--- src/sv/cup_pkg.sv ---
// Shared constants for the card UID frame parser.
package cup_pkg;

	localparam int FRAME_LENGTH = 26;
	localparam int UID_OFFSET   = 7;

	localparam int POS_W = 6;
	localparam int IDX_W = POS_W + 1;

	localparam logic [IDX_W-1:0] FRAME_LEN_W  = IDX_W'(FRAME_LENGTH);
	localparam logic [IDX_W-1:0] HDR_LEN_W    = IDX_W'(4);

	localparam logic [7:0] HDR_BYTE2 = 8'h15;
	localparam logic [7:0] HDR_BYTE3 = 8'h00;

	localparam logic [16:0] ELAPSED_MAX = 17'h10000;

	localparam logic [7:0]  START_RESET  = 8'hAA;
	localparam logic [7:0]  STATION_RESET = 8'h00;
	localparam logic [15:0] WINDOW_RESET = 16'd1000;

	localparam logic [1:0] ST_STORED       = 2'd0;
	localparam logic [1:0] ST_CONFIRMED    = 2'd1;
	localparam logic [1:0] ST_BAD_CHECKSUM = 2'd2;

	localparam logic [1:0] REG_START   = 2'd0;
	localparam logic [1:0] REG_STATION = 2'd1;
	localparam logic [1:0] REG_WINDOW  = 2'd2;

	localparam logic KIND_BYTE = 1'b0;
	localparam logic KIND_TICK = 1'b1;

endpackage

--- src/sv/card_uid_frame_parser.sv ---
// Card UID frame parser: header match, XOR block check and repeat confirmation.
//
// Takes one transaction per cycle on the input channel while it is not stalled,
// each either a received byte or a one millisecond tick. An item is captured in
// the input register and processed from there once the result register can
// advance; the result of a frame's last byte is loaded into the result register,
// which drives the output. The result register holds a pending result while the
// next item is accepted; the input side stalls only when both the input register
// and the result register are full and the result is not taken.
// A result (status and UID) is produced only on the last byte of a frame.
// Configuration writes are taken in any cycle and are meant to happen while the
// block is idle.
module card_uid_frame_parser
	import cup_pkg::*;
(
	input  logic        clk,
	input  logic        arst_n,
	input  logic        in_valid,
	output logic        in_ready,
	input  logic        kind,
	input  logic [7:0]  rx_byte,
	output logic        out_valid,
	input  logic        out_ready,
	output logic [1:0]  status,
	output logic [31:0] card_uid,
	input  logic        cfg_valid,
	output logic        cfg_ready,
	input  logic [1:0]  cfg_index,
	input  logic [15:0] cfg_data
);

	logic        valid_s1;
	logic        kind_s1;
	logic [7:0]  byte_s1;

	logic [7:0]  start_q;
	logic [7:0]  station_q;
	logic [15:0] window_q;

	logic [POS_W-1:0] pos_q;
	logic [7:0]  xor_q;
	logic [31:0] uid_q;
	logic        good_q;
	logic [31:0] prev_uid_q;
	logic [16:0] elapsed_q;

	logic        out_valid_q;
	logic [1:0]  status_q;
	logic [31:0] card_uid_q;

	logic        advance;
	logic        fire_s1;
	logic        byte_fire;

	logic [IDX_W-1:0] idx;
	logic [7:0]  expect_byte;
	logic        hdr_bad;
	logic [7:0]  xor_next;
	logic [31:0] uid_next;
	logic        good_next;
	logic        last_byte;
	logic        store_new;
	logic [1:0]  status_next;

	assign advance   = !out_valid_q || out_ready;
	assign fire_s1   = valid_s1 && advance;
	assign byte_fire = fire_s1 && (kind_s1 == KIND_BYTE);
	assign in_ready  = !valid_s1 || advance;
	assign cfg_ready = 1'b1;

	assign out_valid = out_valid_q;
	assign status    = status_q;
	assign card_uid  = card_uid_q;

	assign idx = {1'b0, pos_q};

	always_comb begin
		case (pos_q[1:0])
			2'd0:    expect_byte = start_q;
			2'd1:    expect_byte = station_q;
			2'd2:    expect_byte = HDR_BYTE2;
			default: expect_byte = HDR_BYTE3;
		endcase
	end

	always_comb begin
		logic [7:0]  xor_base;
		logic [31:0] uid_base;
		logic        good_base;
		xor_base  = (idx == '0) ? 8'h00 : xor_q;
		uid_base  = (idx == '0) ? 32'h0 : uid_q;
		good_base = (idx == '0) ? 1'b0 : good_q;

		hdr_bad = (idx < HDR_LEN_W) && (byte_s1 != expect_byte);

		// Bytes 1 up to FRAME_LENGTH-3 feed the block check.
		xor_next = xor_base;
		if (!hdr_bad && (idx >= IDX_W'(1)) && ((idx + IDX_W'(3)) <= FRAME_LEN_W)) begin
			xor_next = xor_base ^ byte_s1;
		end

		good_next = good_base;
		if (!hdr_bad && ((idx + IDX_W'(2)) == FRAME_LEN_W)) begin
			good_next = (xor_next == byte_s1);
		end

		uid_next = uid_base;
		for (int k = 0; k < 4; k++) begin
			if (!hdr_bad && (idx == IDX_W'(UID_OFFSET + k))) begin
				uid_next[31 - 8*k -: 8] = byte_s1;
			end
		end

		last_byte = !hdr_bad && ((idx + IDX_W'(1)) >= FRAME_LEN_W);

		store_new = (uid_next != prev_uid_q) || (elapsed_q > {1'b0, window_q});
		if (!good_next) begin
			status_next = ST_BAD_CHECKSUM;
		end else if (store_new) begin
			status_next = ST_STORED;
		end else begin
			status_next = ST_CONFIRMED;
		end
	end

	// Input register.
	always_ff @(posedge clk or negedge arst_n) begin
		if (!arst_n) begin
			valid_s1 <= 1'b0;
		end else if (in_ready) begin
			valid_s1 <= in_valid;
		end
	end

	always_ff @(posedge clk) begin
		if (in_ready && in_valid) begin
			kind_s1 <= kind;
			byte_s1 <= rx_byte;
		end
	end

	// Configuration registers.
	always_ff @(posedge clk or negedge arst_n) begin
		if (!arst_n) begin
			start_q   <= START_RESET;
			station_q <= STATION_RESET;
			window_q  <= WINDOW_RESET;
		end else if (cfg_valid && cfg_ready) begin
			case (cfg_index)
				REG_START:   start_q   <= cfg_data[7:0];
				REG_STATION: station_q <= cfg_data[7:0];
				REG_WINDOW:  window_q  <= cfg_data;
				default:     ;
			endcase
		end
	end

	// Frame and confirmation state.
	always_ff @(posedge clk or negedge arst_n) begin
		if (!arst_n) begin
			pos_q      <= '0;
			xor_q      <= '0;
			uid_q      <= '0;
			good_q     <= 1'b0;
			prev_uid_q <= '1;
			elapsed_q  <= '0;
		end else if (fire_s1) begin
			if (kind_s1 == KIND_TICK) begin
				if (elapsed_q < ELAPSED_MAX) begin
					elapsed_q <= elapsed_q + 17'd1;
				end
			end else begin
				xor_q  <= xor_next;
				uid_q  <= uid_next;
				good_q <= good_next;
				if (hdr_bad || last_byte) begin
					pos_q <= '0;
				end else begin
					pos_q <= pos_q + POS_W'(1);
				end
				if (last_byte && good_next) begin
					if (store_new) begin
						prev_uid_q <= uid_next;
						elapsed_q  <= '0;
					end else begin
						prev_uid_q <= '0;
					end
				end
			end
		end
	end

	// Result register.
	always_ff @(posedge clk or negedge arst_n) begin
		if (!arst_n) begin
			out_valid_q <= 1'b0;
		end else if (byte_fire && last_byte) begin
			out_valid_q <= 1'b1;
		end else if (out_ready) begin
			out_valid_q <= 1'b0;
		end
	end

	always_ff @(posedge clk) begin
		if (byte_fire && last_byte) begin
			status_q   <= status_next;
			card_uid_q <= uid_next;
		end
	end

endmodule

--- config.mk ---
export PLATFORM = sky130hd
export DESIGN_NAME = card_uid_frame_parser
export DESIGN_NICKNAME = d
export VERILOG_FILES = /design/src/sv/cup_pkg.sv /design/src/sv/card_uid_frame_parser.sv
export SDC_FILE = /design/constraint.sdc
export NUM_CORES = 1
export LEC_CHECK = 0
export BUFFER_PORTS_ARGS = -buffer_cell sky130_fd_sc_hd__buf_2
export CORE_MARGIN = 4
export CORE_UTILIZATION = 40
export DETAILED_ROUTE_END_ITERATION = 16
export PLACE_DENSITY = 0.69
export SLEW_MARGIN = 10
export SYNTH_ARGS = -nofsm -noshare
export SYNTH_HDL_FRONTEND = slang
export SYNTH_SLANG_ARGS = --single-unit
--- constraint.sdc ---
create_clock -name clk -period 4.35 [get_ports clk]
set_input_delay 0.435 -clock clk [delete_from_list [all_inputs] [get_ports clk]]
set_output_delay 0.435 -clock clk [all_outputs]
set_load 0.01 [all_outputs]
### Word level (Yosys, flattened, before mapping)

Index checks and enable logic that the tools add are counted.

* bits in registers: 173
* input bits: 32
* output and inout bits: 37
* word-level logic and storage cells: 93

* add/sub/neg operators: 5
* magnitude comparators: 6
* equal/unequal tests: 13
* muxes and demuxes: 19
* bitwise logic cells: 2
* reduce and logical (&&, ||, !) cells: 33

Operator list (number)
* two-way mux 17 bit: 4
* two-way mux 32 bit: 2
* two-way mux 8 bit: 6
* != test 32 bit: 1
* case mux 8 bit (3 select lines): 1
* equality test 6 x 4 -> 1 bit (second input constant): 3
* adder 17 x 1 -> 17 bit (second input constant): 1
* greater-than comparator 17 x 16 -> 1 bit: 1
* < comparator 17 bit (second input constant): 1
* adder 6 x 2 -> 7 bit (second input constant): 2
* logical AND 1 bit: 14
* equality test 8 bit: 1
* != test 8 bit: 1
* AND reduction 2 bit: 4
* XOR 8 bit: 1
* adder 6 x 1 -> 7 bit (second input constant): 1
* equality test 7 x 5 -> 1 bit (second input constant): 1
* >= comparator 7 x 5 -> 1 bit (second input constant): 1
* <= comparator 7 x 5 -> 1 bit (second input constant): 1
* logical NOT 7 bit: 1
* adder 6 x 1 -> 6 bit (second input constant): 1
* equality test 6 x 3 -> 1 bit (second input constant): 1
* >= comparator 6 x 1 -> 1 bit (second input constant): 1
* < comparator 6 x 3 -> 1 bit (second input constant): 1
* other kinds (12): 26

### Logic depth before layout (Yosys ltp)

* depth in word-level cells: 13
* mapped depth: 13

### Worst setup path before layout

OpenSTA, ideal clock, no wires.

* path type: register -> register
* start: register pos_q[0]
* end: register prev_uid_q[13]
* data arrival time: 3.400 ns
* data required time: 4.288 ns
* slack: 0.888 ns
* cell stages (with the launch flop): 14
* cells stage by stage: dfrtp_1 -> inv_1 -> ha_1 -> a2bb2oi_1 -> o21ai_0 -> o221ai_1 -> maj3_1 -> o21ai_1 -> or2_0 -> clkbuf_1 -> inv_1 -> nand2b_2 -> buf_2 -> a22o_1

* word-level cells in the longest chain between the ends: 12
* elaborated cells between the ends (all ways): 44
* classes of those cells: add/sub: 3; order compare: 4; eq/ne: 10; mux: 11; bitwise: 1; reduce/logical: 15

Ends and longest elaborated chain
* start: declaration: line card_uid_frame_parser.sv:40 `logic [POS_W-1:0] pos_q;`
* start signal: assignment: line card_uid_frame_parser.sv:179 `pos_q <= pos_q + POS_W'(1);`
* branches (longest 12 deep; another with adder 6 x 2 -> 7 bit)
* end signal: assignment: line card_uid_frame_parser.sv:183 `prev_uid_q <= uid_next;`
* end: declaration: line card_uid_frame_parser.sv:44 `logic [31:0] prev_uid_q;`

Parallel ways; which one is timed is not known.
A chain may end at the register's enable or synchronous reset.

### Worst setup path in the final report

* start: register pos_q[2]
* end: register prev_uid_q[6]

* word-level cells in the longest chain between the ends: 10
* elaborated cells between the ends (all ways): 39
* classes of those cells: add/sub: 3; order compare: 4; eq/ne: 7; mux: 10; bitwise: 1; reduce/logical: 14

Ends and longest elaborated chain
* branches (longest 10 deep; another with adder 6 x 2 -> 7 bit)

Parallel ways; which one is timed is not known.

==> results.yml <==
placement:
  dpl-instance-area_um2: 10030
  portBuffers: 67
  hpwl_mm: 16.45
  dp.cells: 1238
  dpl_worst_slack_ps: 585.0
  routabilityCongestion: 0.9192
floorplanning:
  die_w_um: 160.8
  ios: 69
  die-area_um2: 25860
  die_h_um: 160.8
  floorplan.initialDensity_pct: 41.00
  core_area_um2: 22780
  rows: 55
final_layout:
  post-route-util_pct: 46.50
  final_common_cell: "nand2_1"
  stdcell_count: 1270
  fill_cells: 2084
  diodes: 0
  mostFrequentLayoutCells: "nand2_1, dfrtp_1, buf_2"
  drive_gt1_share_pct: 25.71
  area_growth_pct: 13.41
  design_area_um2: 10590
  final_nets: 1001
timing:
  slew_viol_final: 0
  slew_headroom_pct: 16.75
  timing.final.crit_period_ps: 3890
  finalSetupViolations: 0
  worst_clock_skew_ps: 10.08
  setup_ws_ps: 459.6
  timing.hold.ws_ps: 62.66
  setup_tns_ps: 0
  finalHoldViolations: 0
  fmax_mhz: 257.0
  rsz0062_at_grt: "no"
  worst_pin_slew_ps: 1246
  finalCritPeriodShare_pct: 89.44
route:
  vias: 7360
  wire_per_inst_um: 18.75
  drc: 0
  wirelength_mm: 23.81
  ant_nets: 0
  drtIter0Drc: 939
  drt-vias-per-instance: 5.795
  drt_pass1_iterations: 5
synthesis:
  yosys_warnings: 0
  synthArstFlopShare_pct: 75.14
  netlist.area_leader.share_pct: 23.58
  synth_cell_types: 92
  syn_inst: 884
  syn_area_um2: 9339
  synth-edff-count: 43
  syn_nets: 941
  synth_area_leaders: "dfrtp_1, edfxtp_1, dfstp_2"
  avgSynthCellArea_um2: 10.56
  synth_flop_cell: "dfrtp_1"
  yosysTopAreaCell: "dfrtp_1"
  synth.yosys.seq_area_share_pct: 49.22
  synth_seq_cells: 173
clock_tree:
  htreeDepth: 4
  cts_tree: "built"
  cts_buffer_depth: 2
  clk_pin_slew_ps: 70
  clockRootBuffer: "clkbuf_16"
  ctsHoldBuffers: 0
  cts.sinks: 173
  cts_setup_buffers: 0
  insertion_delay_ps: 440
  cts_buffers: 17
  ctsResizeCount: 0
setup_path:
  end_kind: "flip-flop"
  criticalPathCategory: "reg -> reg"
  crit_arrival_ps: 4260
  crit_required_ps: 4720
  critPathLaunchType: "flip-flop"
  path_max_fanout: 32
power:
  p_comb_share_pct: 11.0
  power.net_switching_mw: 0.9977
  clkPwrFrac_pct: 39.5
  cellPowerDensity_nw_per_um2: 353.6
  p_sw_share_pct: 26.64
  p_int_mw: 2.747
  p_leak_nw: 4.479
  power_mw: 3.745
  vdd_ir_drop_max_v: 0.0002478
  power_frac_seq_pct: 49.5
global_route:
  first_global_vias: 7078
  grt_max_degree: 74
  antenna_found_initial: 0
  grt_first_pass_wirelength_mm: 38.64
  grt_overflow: 0
  grtUsageTotal_pct: 18.47
outcome:
  status: "finished, final reports clean"
min_path:
  hold_class: "in -> async"
run:
  maxCapViolCount: 0
## final timing paths
| path | startpoint | end | slack [ps] | cells after the start |
|---|---|---|---|---|
| min | arst_n | uid_q[28] | 60 | 1 |
| max | pos_q[2] | prev_uid_q[6] | 460 | 9 |
| min reg2reg | uid_q[17] | uid_q[17] | 490 | 2 |
| max in group asynchronous | arst_n | start_q[7] | 3390 | 2 |
| max reg2reg | pos_q[2] | prev_uid_q[6] | 460 | 9 |
| min in group clk | rx_byte[2] | byte_s1[2] | 170 | 1 |
## synth_stat cells, types with 4 or more instances
cell type / number
a211oi_1: 4
a21boi_0: 6
a21o_1: 6
a21oi_1: 10
a221o_1: 4
a22o_1: 38
a22oi_1: 6
a31o_2: 10
a31oi_1: 14
a32o_1: 17
and2_1: 6
and3_1: 6
and4_1: 7
buf_2: 11
buf_4: 4
buf_6: 7
clkbuf_1: 33
dfrtp_1: 88
dfstp_2: 42
edfxtp_1: 43
ha_1: 25
inv_1: 43
mux2_2: 33
mux2i_1: 5
nand2_1: 125
nand2b_1: 7
nand3_1: 29
nand4_1: 22
nor2_1: 36
nor2b_1: 8
nor3_1: 5
o21ai_0: 40
o221a_2: 13
o221ai_1: 9
o22ai_1: 5
o31ai_1: 4
or2_2: 4
or3_1: 5
xnor2_1: 8
xor2_1: 17
## sequential cells by signal, summed over array words and instances (netlist names)
name,flops
xor_q,8
status,2
window_q,16
byte_s1,8
uid_q,32
valid_s1,1
good_q,1
card_uid,32
out_valid,1
pos_q,6
start_q,8
station_q,8
kind_s1,1
prev_uid_q,32
elapsed_q,17
## power by group through the flow
stage	Combinational [mW]	Clock, mW	Sequential, mW
after global placement	0.396	0	1.88
after detailed placement	0.410	0	1.88
final	0.411	1.48	1.86
after global routing	0.467	1.57	1.87
after floorplan	0.294	0	1.84
after CTS	0.413	1.50	1.85
## critical path: stages, from the launching register on
cell and delay (ps):
dfrtp_1 510, nor3_2 790, nand2_1 450, a31oi_1 450, xnor2_1 200, nor4_2 90
and4_4 210, nor3_4 450, buf_4 450, a22o_1 190
## per-layer routing
layer	routed length, um	vias to the layer above	share of wire (%)	GRT usage (%)
met5	0	-	0	0
met4	464	0	1.9	5.855
met3	1742	40	7.3	3.772
met2	10700	305	45	28.09
met1	10910	3590	46	26.60
li1	-	3425	-	-
## layout make-up
| type | count | area [um^2] | area share, % |
|---|---|---|---|
| timing repair buffer | 99 | 590.6 | 5.576 |
| inverter | 43 | 161.4 | 1.524 |
| clock buffer | 18 | 429.2 | 4.052 |
| multi-input combinational | 610 | 4289 | 40.50 |
| clock inverter | 14 | 132.6 | 1.252 |
| sequential | 173 | 4597 | 43.40 |
| tap | 313 | 391.6 | 3.698 |
## cell families after synthesis
logic type | after synthesis | share of synthesized area, %
other | 1 | 0.04015
muxes | 38 | 4.515
adders and majority gates | 26 | 3.457
buffers and inverters | 101 | 4.930
xor gates and xnor gates | 25 | 2.345
DFF | 173 | 49.22
AOI/OAI and AO/OA | 232 | 19.88
and+or+nand+nor | 288 | 15.61
(Power assumes the default switching activity.)
